<file path="config.mk">
export PLATFORM = sky130hd
export DESIGN_NAME = qtrm_div_cell
export DESIGN_NICKNAME = d
export VERILOG_FILES = /design/src/design/qtrm_pkg.sv /design/src/design/qtrm_div_cell.sv
export SDC_FILE = /design/constraint.sdc
export NUM_CORES = 2
export LEC_CHECK = 0
export ABC_CLOCK_PERIOD_IN_PS = 1750
export BUFFER_PORTS_ARGS = -buffer_cell sky130_fd_sc_hd__clkbuf_2
export CORE_AREA = 2 2 494 496
export CTS_CLUSTER_DIAMETER = 50
export DETAILED_ROUTE_END_ITERATION = 10
export DIE_AREA = 0 0 496 498
export PLACE_DENSITY = 0.39
export SYNTH_ARGS = -nofsm -noshare
export SYNTH_HDL_FRONTEND = slang
export SYNTH_SLANG_ARGS = --single-unit
</file>
<file path="constraint.sdc">
create_clock -name clk -period 1.75 [get_ports clk]
set_clock_uncertainty 0.2 [all_clocks]
set_input_delay 0.175 -clock clk [delete_from_list [all_inputs] [get_ports clk]]
set_output_delay 0.175 -clock clk [all_outputs]
set_load 0.01 [all_outputs]
</file>
<file path="src/design/qtrm_pkg.sv">
package qtrm_pkg;

    // Component width of the input quaternion (signed Q1.15)
    localparam int COMP_W = 16;
    // Product and sum widths
    localparam int PROD_W = 2 * COMP_W;
    localparam int SUM_W  = PROD_W + 1;
    localparam int NUM_W  = PROD_W + 2;
    // Divider widths: den = 2*s, rem = |n|*2^15 + s
    localparam int DEN_W  = SUM_W + 1;
    localparam int FRAC_W = 15;
    localparam int REM_W  = SUM_W + FRAC_W + 1;
    localparam int QUO_W  = 16;
    localparam int POS_W  = $clog2(QUO_W);
    localparam int OUT_W  = 16;
    localparam int LANES  = 9;

    localparam logic [OUT_W-1:0] ONE_Q14 = OUT_W'(16384);

    // One beat travelling down the divider chain, all nine entries in parallel
    typedef struct packed {
        logic                             valid;
        logic                             zero;
        logic [DEN_W-1:0]                 den;
        logic [LANES-1:0]                 neg;
        logic [LANES-1:0][REM_W-1:0]      rem;
        logic [LANES-1:0][QUO_W-1:0]      quo;
    } div_pipe_t;

endpackage

</file>
<file path="src/design/qtrm_div_cell.sv">
module qtrm_div_cell
    import qtrm_pkg::*;
(
    input  logic             clk,
    input  logic             rst_n,
    input  logic             en,
    input  logic [POS_W-1:0] pos,
    input  div_pipe_t        din,
    output div_pipe_t        dout
);

    div_pipe_t dout_reg, dout_next;

    // One restoring step: try to take den << pos from each remainder
    always_comb
    begin
        logic [REM_W:0] trial;
        dout_next = din;
        for (int l = 0; l < LANES; l++)
        begin
            trial = {1'b0, din.rem[l]} - ((REM_W+1)'(din.den) << pos);
            if (!trial[REM_W])
            begin
                dout_next.rem[l]      = trial[REM_W-1:0];
                dout_next.quo[l][pos] = 1'b1;
            end
        end
    end

    always_ff @(posedge clk or negedge rst_n)
    begin
        if (!rst_n)
            dout_reg <= '0;
        else if (en)
            dout_reg <= dout_next;
    end

    assign dout = dout_reg;

endmodule
</file>
==> flow_summary_export.csv <==
group,metric,value,unit
route,dr_total_vias,70056,
global_routing,grt_pass1_vias,70225,
worst_setup_path,worst-endpoint-arrival,4.80,ns
floorplanning,io_pins,1267,
clock_network,h-tree-depth,3,
synthesis,synth_seq_cells,630,
synthesis,seq_area_frac_synth,29.8,%
synthesis,syn-num-nets,7797,
floorplanning,dieArea,247000,sq um
worst_setup_path,slowest_delay,0.55,ns
layout,fin_cells,14349,
clock_network,cts_tree,"built",
global_routing,grt_overflow,0,
synthesis,yosysMostFrequentCell,"a21oi_1",
clock_network,cts_buffers,113,
pwr,p_seq_share,21.0,%
global_routing,groute.usage.overall,29.6,%
min_path,min_to,"dout[390]$_DFFE_PN0P_",
floorplanning,rows,181,
timing,maxSlewHeadroom,37.2,%
outcome,violations,"negative hold slack, negative setup slack",
clock_network,clockBufferDepth,3,
synthesis,synth_area_leader_cell,"dfrtp_1",
worst_setup_path,cp_max_fo,6,
pwr,clock_power_share,26.2,%
pwr,p_sw,37.8,mW
worst_setup_path,crit_required,2.20,ns
worst_setup_path,path_common_cell,"buf_12",
clock_network,clock_sinks,630,
timing,period_minus_slack,4.35,ns
clock_network,ctsRootBufferMaster,"clkbuf_16",
pwr,comb_power_share,52.8,%
synthesis,yosys_most_used_dff,"dfrtp_1",
placed_design,hpwl,310,mm
layout,area_delta_synth_final,92.3,%
synthesis,synth.avg_cell_area,7.93,sq um
route,wl_per_cell,26.8,um
route,detail-route-antenna-nets,0,
synthesis,syn_area,52900,sq um
layout,fill_cells,24718,
placed_design,dp.cells,13010,
route,vias_per_cell,4.88,
timing,layout_worst_path_cycle_share,248,%
synthesis,synth_xor_area_share,6.32,%
timing,hold_viol,9,
layout,largest_reg_flops,630,
floorplanning,chipWidth,496,um
global_routing,grt_max_degree,61,
timing,fmax,0.230,GHz
synthesis,synth_area_leaders,"dfrtp_1 30%, ha_1 11%, a21oi_1 11%",
clock_network,postCtsHoldBufs,839,
synthesis,synthSimpleGateAreaFrac,17.2,%
synthesis,synth.area.mux_share,4.34,%
pwr,p_total,93.3,mW
synthesis,synth_adder_area_share,11.6,%
timing,tns,-1380.93,ns
synthesis,synth-compound-area-share,27.1,%
layout,final_nets,12137,
worst_setup_path,path_buf_inv,10,
timing,holdWs,-0.211,ns
placed_design,gp_congestion,0.947,
synthesis,synth_top_area_share,29.8,%
synthesis,synth_edf_count,0,
min_path,hold_depth,4,
worst_setup_path,worst_r2r_path_depth,2,
timing,rsz0062_at_grt,"true",
clock_network,clkTransAtPathRegs,0.06,ns
pwr,p_leak,48.0,nW
worst_setup_path,rrSetupSlack,0.03,ns
synthesis,synth_top_family_by_area,"compound AO/OA/AOI/OAI gates",
flow_run,cap_violations,0,
pwr,internal_power,55.5,mW
worst_setup_path,critPathTopFamily,"compound AO/OA/AOI/OAI gates",
pwr,vdd_drop_max,0.876,mV
timing,fin_ws,-2.60,ns
min_path,holdCritPathClass,"in -> reg",
synthesis,synth_warnings,0,
clock_network,clk_latency,0.77,ns
worst_setup_path,critPathSlowestCell,"mux4_2",
route,first_iter_violations,4529,
synthesis,ys_types,88,
floorplanning,initial_core_util,21.9,%
route,routed_wl,385,mm
min_path,worstHoldStart,"din[390]",
worst_setup_path,cp-end-kind,"register",
timing,slew_viol_final,0,
layout,multiInputGateArea,40200,sq um
floorplanning,die_h,498,um
worst_setup_path,crit_type,"in -> reg",
placed_design,portBuffers,1266,
global_routing,grt_pass1_wl,522,mm
worst_setup_path,r2r_end,"dout[595]$_DFFE_PN0P_",
global_routing,antenna_found_initial,89,
layout,seq_area,15800,sq um
pwr,pwr_density_cell,917,nW/um^2
route,drcViolationCount,0,
synthesis,ys_top_cells_by_count,"1165 x a21oi_1, 862 x nor2_1, 669 x nand2_1",
worst_setup_path,start_kind,"primary input",
synthesis,synth-async-reset-ratio,100,%
layout,drive_gt1_share,43.2,%
timing,tightest_slew,0.939,ns
pwr,swShare,40.5,%
timing,setup-violations-final,705,
outcome,outcome,"complete, but fails checks",
worst_setup_path,r2r-start,"dout[595]$_DFFE_PN0P_",
synthesis,syn_inst,6674,
route,drt_pass1_iterations,5,
floorplanning,core_area,242000,sq um
-- worst reg2reg max path, delay by kind of cell, from the launching register on --
kind | cells | cell delay (ns)
buffers and inverters | 1 | 0.55
DFF | 1 | 0.52
muxes | 1 | 0.33
-- worst max path at each step --
stage,start,end,slack (ns),cells after the start
after floorplan,pos[0],dout[274]$_DFFE_PN0P_,-2.67,19
after global placement,pos[0],dout[535]$_DFFE_PN0P_,-4.03,27
after detailed placement,pos[0],dout[535]$_DFFE_PN0P_,-4.02,27
after CTS,pos[0],dout[386]$_DFFE_PN0P_,-2.49,22
after global routing,pos[0],dout[375]$_DFFE_PN0P_,-2.69,29
final,pos[0],dout[375]$_DFFE_PN0P_,-2.60,25
-- layout by cell type, fill, tap and decap left out, types with 222 or more instances in the layout --
cell type and instances:
buf_4 2140, clkbuf_2 1261, a21oi_1 984, dlygate4sd3_1 835
nor2_1 803, dfrtp_1 630, nand2_1 621, ha_1 386
a21o_1 265, xnor2_1 225, o21ai_0 222
-- logic make-up (layout without fill, tap and decap cells) --
family	Yosys count	in the layout
compound gates	2393	2396
simple gates	2094	2094
flops	630	630
buf+inv	493	4924
fa+ha+maj	486	486
xor+xnor	382	382
mux	196	196
other cells	0	39
-- area by class of cell --
| class | count | share of cell area (%) |
|---|---|---|
| tap | 3202 | 3.94 |
| multi-input combinational | 5554 | 39.5 |
| inverter | 127 | 0.492 |
| sequential | 630 | 15.5 |
| antenna | 39 | 0.0959 |
| clock inverter | 73 | 1.07 |
| timing repair buffer | 4588 | 36.5 |
| clock buffer | 136 | 2.99 |
-- power by group through the flow --
stage | Sequential, mW | Clock, mW | Combinational, mW
after global routing | 19.8 | 25.5 | 52.7
final | 19.6 | 24.4 | 49.3
after global placement | 19.7 | 0 | 42.3
after floorplan | 20.2 | 0 | 17.4
after CTS | 19.6 | 25.0 | 46.5
after detailed placement | 19.8 | 0 | 42.3
-- metrics by stage --
step | setup slack (ns) | util [%] | area, sq um
floorplan | -2.67 | - | 53500
global placement | -4.03 | 33.6 | 81200
detailed placement | -4.02 | 33.6 | 81200
CTS | -2.49 | 40.3 | 97500
global route | -2.69 | 42.1 | 102000
finish | -2.60 | 42.1 | 102000
-- timing repair --
action,CTS,global route
gates cloned,22,17
endpoints found under the setup margin,1100,966
resized for setup,461,626
endpoints found under the hold margin,1260,7
buffers inserted,122,118
pin swaps,124,275
-- per-layer routing --
layer  part of all wire [%]  GRT usage, %  routed length (um)
met1                     41          36.4              159000
met2                     46          49.2              179000
met3                    5.9          4.94               22600
met4                    6.3          15.4               24100
met5                  0.070             0                 271
Note: power is estimated with default switching activity, not from simulation.
